**src/design/hws_pkg.sv**
```systemverilog
package hws_pkg;

	localparam int CHANNELS    = 16;
	localparam int COUNT_WIDTH = 16;
	localparam int MASK_WIDTH  = 16;
	localparam int CHAN_WIDTH  = 5;
	localparam int CFG_IDX_W   = 3;
	localparam int CFG_DATA_W  = 16;

	typedef logic [COUNT_WIDTH-1:0] count_t;

	// register indexes of the configuration port
	localparam logic [CFG_IDX_W-1:0] REG_SUPERVISE = 3'd0;
	localparam logic [CFG_IDX_W-1:0] REG_CHAN_EN   = 3'd1;
	localparam logic [CFG_IDX_W-1:0] REG_FEED_REQ  = 3'd2;
	localparam logic [CFG_IDX_W-1:0] REG_SOFT      = 3'd3;
	localparam logic [CFG_IDX_W-1:0] REG_HARD      = 3'd4;

	localparam logic [MASK_WIDTH-1:0] CHAN_EN_RST  = 16'd1;
	localparam logic [MASK_WIDTH-1:0] FEED_REQ_RST = 16'd31;
	localparam logic [15:0]           SOFT_RST     = 16'd60;
	localparam logic [15:0]           HARD_RST     = 16'd60;

	// shared controls broadcast to every cell
	typedef struct packed {
		logic   tick;
		logic   supervise;
		count_t soft_val;
	} cell_ctrl_t;

	function automatic count_t fit_count(input logic [15:0] v);
		return count_t'(v);
	endfunction

endpackage

```
**src/design/heartbeat_watchdog_supervisor.sv**
```systemverilog
// channel   signals                                   direction
// input     in_valid/in_ready: cmd, channel, status_ok into block
// output    out_valid/out_ready: restart_mask,        out of block
//           feed_pulse, hard_count
// config    cfg_we, cfg_index, cfg_data               into block
// on each transfer all channel cells update in parallel, and the result lands
// in the output register on the same edge.
// a new item is taken each cycle while the output register is empty or drained.
// reset loads every counter with 60 and the registers with their defaults.
// a stalled output holds the input off; nothing else stalls.
module heartbeat_watchdog_supervisor (
	input  logic                                clk,
	input  logic                                arst_n,
	input  logic                                in_valid,
	output logic                                in_ready,
	input  logic                                cmd,
	input  logic [4:0]                          channel,
	input  logic                                status_ok,
	output logic                                out_valid,
	input  logic                                out_ready,
	output logic [15:0]                         restart_mask,
	output logic                                feed_pulse,
	output logic [15:0]                         hard_count,
	input  logic                                cfg_we,
	input  logic [hws_pkg::CFG_IDX_W-1:0]       cfg_index,
	input  logic [hws_pkg::CFG_DATA_W-1:0]      cfg_data
);
	import hws_pkg::*;

	logic                  supervise_q;
	logic [MASK_WIDTH-1:0] chan_en_q;
	logic [MASK_WIDTH-1:0] feed_req_q;
	logic [15:0]           soft_q;
	logic [15:0]           hard_rel_q;
	count_t                hard_q;

	logic                  step;
	logic                  tick;
	cell_ctrl_t            ctrl;
	logic [CHANNELS:0]     alive;
	logic [CHANNELS-1:0]   restart_vec;
	logic [15:0]           restart_out;
	count_t                hard_dec;
	count_t                hard_nxt;
	logic                  feed_nxt;

	logic                  out_valid_q;
	logic [15:0]           restart_q;
	logic                  feed_q;
	logic [15:0]           hard_count_q;

	assign in_ready = !out_valid_q || out_ready;
	assign step = in_valid && in_ready;
	assign tick = (cmd == 1'b0);

	assign ctrl.tick      = tick;
	assign ctrl.supervise = supervise_q;
	assign ctrl.soft_val  = fit_count(soft_q);

	assign alive[0] = 1'b1;

	for (genvar i = 0; i < CHANNELS; i++) begin : g_cell
		logic hb_hit;
		logic en_bit;
		logic req_bit;
		assign hb_hit = cmd && status_ok && (32'(channel) == i);
		if (i < MASK_WIDTH) begin : g_mask
			assign en_bit  = chan_en_q[i];
			assign req_bit = feed_req_q[i];
		end else begin : g_nomask
			assign en_bit  = 1'b0;
			assign req_bit = 1'b0;
		end
		hws_cell u_cell (
			.clk       (clk),
			.arst_n    (arst_n),
			.step      (step),
			.ctrl      (ctrl),
			.hb_hit    (hb_hit),
			.chan_en   (en_bit),
			.feed_req  (req_bit),
			.alive_in  (alive[i]),
			.alive_out (alive[i+1]),
			.restart   (restart_vec[i])
		);
	end

	for (genvar j = 0; j < 16; j++) begin : g_rmask
		if (j < CHANNELS) begin : g_on
			assign restart_out[j] = restart_vec[j];
		end else begin : g_off
			assign restart_out[j] = 1'b0;
		end
	end

	always_comb begin
		hard_dec = (hard_q != '0) ? hard_q - count_t'(1) : hard_q;
		hard_nxt = hard_q;
		feed_nxt = 1'b0;
		if (tick) begin
			hard_nxt = hard_dec;
			if (!supervise_q) begin
				feed_nxt = 1'b1;
			end else if (alive[CHANNELS]) begin
				feed_nxt = 1'b1;
				hard_nxt = fit_count(hard_rel_q);
			end
		end
	end

	always_ff @(posedge clk or negedge arst_n) begin
		if (!arst_n) begin
			supervise_q <= 1'b1;
			chan_en_q   <= CHAN_EN_RST;
			feed_req_q  <= FEED_REQ_RST;
			soft_q      <= SOFT_RST;
			hard_rel_q  <= HARD_RST;
		end else if (cfg_we) begin
			case (cfg_index)
				REG_SUPERVISE: supervise_q <= cfg_data[0];
				REG_CHAN_EN:   chan_en_q   <= cfg_data[MASK_WIDTH-1:0];
				REG_FEED_REQ:  feed_req_q  <= cfg_data[MASK_WIDTH-1:0];
				REG_SOFT:      soft_q      <= cfg_data[15:0];
				REG_HARD:      hard_rel_q  <= cfg_data[15:0];
				default: ;
			endcase
		end
	end

	always_ff @(posedge clk or negedge arst_n) begin
		if (!arst_n) begin
			hard_q      <= fit_count(HARD_RST);
			out_valid_q <= 1'b0;
		end else begin
			if (step) begin
				hard_q      <= hard_nxt;
				out_valid_q <= 1'b1;
			end else if (out_ready) begin
				out_valid_q <= 1'b0;
			end
		end
	end

	// result payload, loaded on each input transfer
	always_ff @(posedge clk) begin
		if (step) begin
			restart_q    <= restart_out;
			feed_q       <= feed_nxt;
			hard_count_q <= 16'(hard_nxt);
		end
	end

	assign out_valid    = out_valid_q;
	assign restart_mask = restart_q;
	assign feed_pulse   = feed_q;
	assign hard_count   = hard_count_q;

endmodule

```
**src/design/hws_cell.sv**
```systemverilog
module hws_cell (
	input  logic               clk,
	input  logic               arst_n,
	input  logic               step,
	input  hws_pkg::cell_ctrl_t ctrl,
	input  logic               hb_hit,
	input  logic               chan_en,
	input  logic               feed_req,
	input  logic               alive_in,
	output logic               alive_out,
	output logic               restart
);
	import hws_pkg::*;

	count_t cnt_q;
	count_t dec;
	count_t nxt;

	always_comb begin
		dec = (cnt_q != '0) ? cnt_q - count_t'(1) : cnt_q;
		restart = 1'b0;
		nxt = cnt_q;
		if (ctrl.tick) begin
			restart = ctrl.supervise && chan_en && (dec == '0);
			nxt = restart ? ctrl.soft_val : dec;
		end else if (hb_hit) begin
			nxt = ctrl.soft_val;
		end
	end

	// feed chain: a required channel left at zero breaks it
	assign alive_out = alive_in && !(feed_req && (nxt == '0));

	always_ff @(posedge clk or negedge arst_n) begin
		if (!arst_n) begin
			cnt_q <= fit_count(SOFT_RST);
		end else if (step) begin
			cnt_q <= nxt;
		end
	end

endmodule

```
**config.mk**
```make
export PLATFORM = sky130hd
export DESIGN_NAME = heartbeat_watchdog_supervisor
export DESIGN_NICKNAME = d
export VERILOG_FILES = /design/src/design/hws_pkg.sv /design/src/design/heartbeat_watchdog_supervisor.sv /design/src/design/hws_cell.sv
export SDC_FILE = /design/constraint.sdc
export NUM_CORES = 2
export LEC_CHECK = 0
export ABC_AREA = 1
export BUFFER_PORTS_ARGS = -buffer_cell sky130_fd_sc_hd__buf_2
export CORE_UTILIZATION = 55
export DETAILED_ROUTE_END_ITERATION = 6
export PLACE_DENSITY = 0.77
export SETUP_SLACK_MARGIN = 0.1
export SLEW_MARGIN = 15
export SYNTH_ARGS = -nofsm -noshare
export SYNTH_HDL_FRONTEND = slang
export SYNTH_SLANG_ARGS = --single-unit
export TNS_END_PERCENT = 30
```
**constraint.sdc**
```tcl
create_clock -name clk -period 5 [get_ports clk]
set_input_delay 0.25 -clock clk [delete_from_list [all_inputs] [get_ports clk]]
set_output_delay 0.25 -clock clk [all_outputs]
set_load 0.03 [all_outputs]
```
# ---- Word-level counts from Yosys, hierarchy flattened
# Cells that the tools add are included.
dict set report op_classes {
  eq_ne 19
  addsub 17
  n_reduce_logical 156
  muxes 72
}
# cell n
set op_table {}
lappend op_table {{$mux W16} 68}
lappend op_table {{$logic_not A16 Y1} 32}
lappend op_table {{$reduce_bool A16 Y1} 17}
lappend op_table {{$sub A16 B1 Y16 const B} 17}
lappend op_table {{$logic_and A1 B1 Y1} 81}
lappend op_table {{$eq A5 B4 Y1 const B} 8}
lappend op_table {{$eq A5 B3 Y1 const B} 4}
lappend op_table {{$logic_not A1 Y1} 17}
lappend op_table {{$eq A5 B2 Y1 const B} 2}
lappend op_table {{$reduce_and A2 Y1} 5}
lappend op_table {{$eq A3 B2 Y1 const B} 2}
lappend op_table {{$eq A5 B1 Y1 const B} 1}
lappend op_table {{$logic_not A5 Y1} 1}
lappend op_table {{$mux W1} 4}
lappend op_table {{$eq A3 B1 Y1 const B} 1}
lappend op_table {{$eq A3 B3 Y1 const B} 1}
lappend op_table {{$logic_not A3 Y1} 1}
lappend op_table {{$reduce_bool A2 Y1} 1}
lappend op_table {{$logic_or A1 B1 Y1} 1}
dict set report word_totals {
  wordCells 290
  ff_bits 371
  output_inout_bits 35
  inputBits 31
}

# ---- Logic depth before layout (Yosys ltp)
dict set report logic_depth {
  word_depth 27
  depth_mapped 31
  depth_no_buf 30
}

# ---- Cells and area by module
# A second synthesis with hierarchy kept.
dict set report hier_totals {
  hier_cells 5962
  area_unflattened_um2 34954.8
}
# mod cells_per_inst n_inst area_per_inst_um2 seq_area_each_um2
set modules_own_cells {}
lappend modules_own_cells {{hws_cell at g_cell[0].u_cell ...} 336 15 1863.0 405.4}
lappend modules_own_cells {heartbeat_watchdog_supervisor 585 1 5104.9 3066.7}
lappend modules_own_cells {{hws_cell at g_cell[14].u_cell} 337 1 1904.3 405.4}

# ---- Worst setup path before layout
# Ideal clock, no wire load.
dict set report synth_timing {
  kind {reg2reg}
  start {reg g_cell[12].u_cell.cnt_q[0]}
  end {reg hard_count_q[10] (netlist: hard_count[10]), data pin}
  synth_period_minus_slack_ns 3.247
  path_buffers 3
  path_slack_ns 1.753
  setup_ns 0.254
  t_arrival_ns 2.993
  required_time_ns 4.746
  path_stages_with_launch 27
  path_cell_list {dfrtp_1 -> inv_1 -> ha_1 -> nand2_2 -> nor2_4 -> nand2_2 -> buf_6 -> nand2_1 -> nand2_1 -> nor2_4 -> nand3_2 -> buf_6 -> nand2_1 -> nand2_1 -> o21ai_1 -> inv_2 -> nand2_1 -> nor2_1 -> nand3_1 -> nand2_1 -> nor2_1 -> nand2_2 -> nor2_8 -> buf_8 -> nand3_2 -> nand3_2 -> nand2_2}
}
dict set report synth_via {
  elab_chain_cells 16
  word_cells_on_any_way 18
  cone_classes {add/sub (1); mux (7); reduce/logical (10)}
}
# element line_no
set synth_lines {}
lappend synth_lines {{from (decl)} hws_cell.sv:15} ;# count_t cnt_q;
lappend synth_lines {{from (signal assigned)} hws_cell.sv:36} ;# cnt_q <= fit_count(SOFT_RST);
lappend synth_lines {{from (signal assigned)} hws_cell.sv:38} ;# cnt_q <= nxt;
lappend synth_lines {{$sub A16 B1 Y16 / $reduce_bool A16 Y1 (equally long branches)} hws_cell.sv:20} ;# dec = (cnt_q != '0) ? cnt_q - count_t'(1) : cnt_q;
lappend synth_lines {{$mux W16} hws_cell.sv:20}
lappend synth_lines {{$logic_not A16 Y1} hws_cell.sv:24} ;# restart = ctrl.supervise && chan_en && (dec == '0);
lappend synth_lines {{$logic_and A1 B1 Y1} hws_cell.sv:24}
lappend synth_lines {{$mux W16} hws_cell.sv:25} ;# nxt = restart ? ctrl.soft_val : dec;
lappend synth_lines {{$mux W16 *} hws_cell.sv:23} ;# if (ctrl.tick) begin
lappend synth_lines {{$logic_not A16 Y1 *} hws_cell.sv:32} ;# assign alive_out = alive_in && !(feed_req && (nxt == '0));
lappend synth_lines {{$logic_and A1 B1 Y1 *} hws_cell.sv:32}
lappend synth_lines {{$logic_not A1 Y1 *} hws_cell.sv:32}
lappend synth_lines {{$logic_and A1 B1 Y1 * (4 in a row)} hws_cell.sv:32}
lappend synth_lines {{$mux W16 *} heartbeat_watchdog_supervisor.sv:104} ;# end else if (alive[CHANNELS]) begin
lappend synth_lines {{$mux W16 *} heartbeat_watchdog_supervisor.sv:102} ;# if (!supervise_q) begin
lappend synth_lines {{$mux W16 *} heartbeat_watchdog_supervisor.sv:100} ;# if (tick) begin
lappend synth_lines {{named net hard_nxt[10]} heartbeat_watchdog_supervisor.sv:44} ;# count_t hard_nxt;
lappend synth_lines {{to (signal assigned)} heartbeat_watchdog_supervisor.sv:149} ;# hard_count_q <= 16'(hard_nxt);
lappend synth_lines {{to (decl)} heartbeat_watchdog_supervisor.sv:50} ;# logic [15:0] hard_count_q;
# Mark *: on every way through the listed nets, which the timed path passes. The rest lies on a longest branch.
# A chain may end at the register's enable or synchronous reset.

# ---- Worst setup path after layout
dict set report layout_timing {
  start {reg g_cell[14].u_cell.cnt_q[1]}
  end {reg hard_count_q[5] (netlist: hard_count[5]), data pin}
}
dict set report layout_via {
  elab_chain_cells 14
  word_cells_on_any_way 16
  cone_classes {add/sub (1); mux (7); reduce/logical (8)}
}
# element line_no
set layout_lines {}
lappend layout_lines {{from (decl)} hws_cell.sv:15}
lappend layout_lines {{from (signal assigned)} hws_cell.sv:36}
lappend layout_lines {{from (signal assigned)} hws_cell.sv:38}
lappend layout_lines {{$sub A16 B1 Y16 / $reduce_bool A16 Y1 (equally long branches)} hws_cell.sv:20}
lappend layout_lines {{$mux W16} hws_cell.sv:20}
lappend layout_lines {{$logic_not A16 Y1} hws_cell.sv:24}
lappend layout_lines {{$logic_and A1 B1 Y1} hws_cell.sv:24}
lappend layout_lines {{$mux W16} hws_cell.sv:25}
lappend layout_lines {{$mux W16 *} hws_cell.sv:23}
lappend layout_lines {{$logic_not A16 Y1 *} hws_cell.sv:32}
lappend layout_lines {{$logic_and A1 B1 Y1 *} hws_cell.sv:32}
lappend layout_lines {{$logic_not A1 Y1 *} hws_cell.sv:32}
lappend layout_lines {{$logic_and A1 B1 Y1 * (2 in a row)} hws_cell.sv:32}
lappend layout_lines {{$mux W16 *} heartbeat_watchdog_supervisor.sv:104}
lappend layout_lines {{$mux W16 *} heartbeat_watchdog_supervisor.sv:102}
lappend layout_lines {{$mux W16 *} heartbeat_watchdog_supervisor.sv:100}
lappend layout_lines {{named net hard_nxt[5]} heartbeat_watchdog_supervisor.sv:44}
# Marks and branches as above.

==> metrics.txt <==
Initial Util 56.1%; switching share of power 50.9%; Netlist cell types 52; TritonCTS clock tree yes; Leak 0.0172 uW; Layout area overhead 7.36%; Post-Syn Instances 5534; Final Max Slew Viols 0; I/O pin total 66; post-synthesis cell area 0.0334 mm^2; RePlAce Congestion 1.02; via count 36900; Post-CTS Setup Bufs 0; Post-DP Area 0.0341 mm^2; CP Launch Type flip-flop; largest net degree at the start of global routing 179; EDFF count, synth 33; cell internal pwr 9300 uW; Max Cap Viol 0; worst hold path class input port to flip-flop; sequential power share 27.5%; later-pin clock latency in the skew report 630 ps; die extent in x 248 um; drt pass-1 iters 7; I/O Buffers 65; Nets 5510; global-route wire length before repair 188000 um; Vias/cell 5.88; DP Wirelength 83300 um; ys flop type dfrtp_1; status finished, violations left; initial antenna violation count 1; Slew headroom 19.7%; Comb pwr share 53.2%; vias in the first global route 32900; leading cell type in the layout, fill and taps excluded nand2_1; GR Overflow Total 0; CP required 5380 ps; post-route ant nets 0; Post-synth ARST share 91.1%; Bufs on Longest Clock Path 3; clock share of power 19.2%; Detailed Route WL 122000 um; post-route cell area 0.0358 mm^2; Filler cells 5873; Ys Warns 0; Worst EP arrival 5060 ps; RSZ-0062 raised after global routing false; Tmin final 4670 ps; Mean Syn Cell Area 6.03 um^2; Fmax 214 MHz; post-synthesis sequential area ratio 28.6%; Iteration-0 DRC Markers 4411; DIE HEIGHT 248 um; #FFs+latches synth 371; failing checks DRC; Root Driver clkbuf_16; clock transition at the registers of the reported paths 60 ps; final-report hold violation count 0; CTS sink cnt 371; final setup TNS 0 ps; number of CTS-inserted buffers 46; nature of the critical path endpoint flip-flop; switching power 9640 uW; Mapped Nets 5583; post-DR wirelength/cell 19.5 um; most frequent cells in the layout 1803 x nand2_1, 625 x nor2_1, 576 x o21ai_0; maximum fanout along the worst path 19; Peak VDD IR 0.000323 V; CP Class flip-flop to flip-flop; Residual DRC 10; worst slew pin tran 1200 ps; Die ar. 0.0617 mm^2; GRT Resource Usage Total 39.2%; row count 89; final setup fails 0; CORE AREA 0.0595 mm^2; clock skew 23.7 ps; share of cells above drive strength 1 9.73%; period utilization 93.5%; H-tree levels 2; PD cells 528 mW/mm^2
layout make-up:
| class | instances | area (um^2) | area share (%) |
|---|---|---|---|
| multi-input cells | 4391 | 20700 | 57.9 |
| flip-flops and latches | 371 | 9560 | 26.7 |
| inverters | 509 | 1930 | 5.37 |
| clock buffers | 60 | 1310 | 3.64 |
| repair buffers | 142 | 1020 | 2.85 |
| well taps | 773 | 967 | 2.70 |
| clock inverters | 25 | 315 | 0.880 |
| diodes | 3 | 7.51 | 0.0209 |
metal layers:
layer  vias to the layer above  routed length (um)  track usage (%)
met4                         0                6060             19.1
met5                         -                   0                0
met3                       327               12400             6.76
met1                     16800               51200             53.9
met2                      1891               52400             59.3
li1                      17900                   -                -
critical path: stages (launching register included):
cell     delay [ps]
dfrtp_1         390
inv_1           100
ha_1            200
nand3_2         150
nor2_2          190
nand2_2         240
o21ai_1         220
and2_1          160
nand3_1         120
nor2_4          220
nand2_2         210
nor2_2          300
nand2_1          90
nand2_1         100
nor2_1           60
nand2_1          70
nor2_1           60
nand3_1         220
nand2_1         140
nor2_2          330
nand2_2         150
nor2_8          350
nand3_1         170
nand3_2         120
nand2_2          60
metrics by stage:
step           total power [uW]  std cells  hold slack [ps]  util, %  worst slack [ps]
6_report                  18900       6274            0.961     60.3               326
5_1_grt                   20400       6271             41.8     60.3               146
4_1_cts                   18700       6271             16.6     60.2               397
3_5_place_dp              15000       6176              337     57.3               432
3_3_place_gp              14900       6176              334     57.3               522
2_1_floorplan             12300       5534            -45.6        -              1750
cells by family after synthesis:
| family | after synthesis | synth area share, % |
|---|---|---|
| simple gates | 3260 | 42.5 |
| fa+ha+maj | 18 | 0.675 |
| mux | 1 | 0.0300 |
| flops | 371 | 28.6 |
| xor+xnor | 96 | 2.52 |
| compound gates | 1016 | 16.3 |
| buf+inv | 772 | 9.34 |
synthesized netlist by cell type (9+ instances only):
master,instances,area (um^2)
nand2_1,1805,6780
nor2_1,628,2360
o21ai_0,576,2880
nand3_1,484,2420
inv_1,477,1790
dfrtp_1,255,6380
a21oi_1,233,1170
clkbuf_1,178,668
o211ai_1,108,811
nand4_1,89,557
dfstp_2,83,2180
xor2_1,81,709
nor2_2,60,375
nand2_2,47,294
o21ai_1,45,225
nor2_4,41,462
a31oi_1,34,213
buf_2,34,170
edfxtp_1,33,991
nand3_2,33,330
inv_2,27,101
buf_1,23,86.3
nand3b_1,23,173
ha_1,18,225
buf_6,17,191
xnor2_1,15,131
nor3_1,13,65.1
buf_4,10,75.1
nand2_4,10,113
and2_1,9,56.3
repair_timing:
action | in CTS | in global routing
gates resized for setup | 0 | 4
setup endpoints to repair | 0 | 32
endpoints found under the hold margin | 82 | 0
hold buffers | 10 | 0
final timing paths:
kind	from	end	slack [ps]	cells past startpoint
worst max-delay path	g_cell[14].u_cell.cnt_q[1]$_DFFE_PN0P_	hard_count[5]$_DFFE_PP_	330	24
worst min-delay path	cfg_data[4]	soft_q[4]$_DFFE_PN1P_	1	3
worst max register to register	g_cell[14].u_cell.cnt_q[1]$_DFFE_PN0P_	hard_count[5]$_DFFE_PP_	330	24
worst min register to register	feed_req_q[15]$_DFFE_PN0P_	feed_req_q[15]$_DFFE_PN0P_	490	2
max in group asynchronous	arst_n	hard_q[6]$_DFFE_PN0P_	3540	3
min in group asynchronous	arst_n	g_cell[11].u_cell.cnt_q[10]$_DFFE_PN0P_	260	2
power by group through the flow:
stage	clock (uW)	sequential, uW	combinational, uW
final	3640	5210	10100
after detailed placement	0	5200	9780
after floorplan	0	4870	7440
after CTS	3670	5160	9840
after global placement	0	5200	9720
after global routing	3770	5320	11300
state kept, by name (all words and copies together), names as in the netlist:
register	cells
feed_pulse	1
hard_rel_q	16
restart_mask	16
feed_req_q	16
soft_q	16
hard_q	16
hard_count	16
g_cell.u_cell.cnt_q	256
out_valid	1
supervise_q	1
chan_en_q	16
No activity file was read; power rests on OpenSTA's default activity.
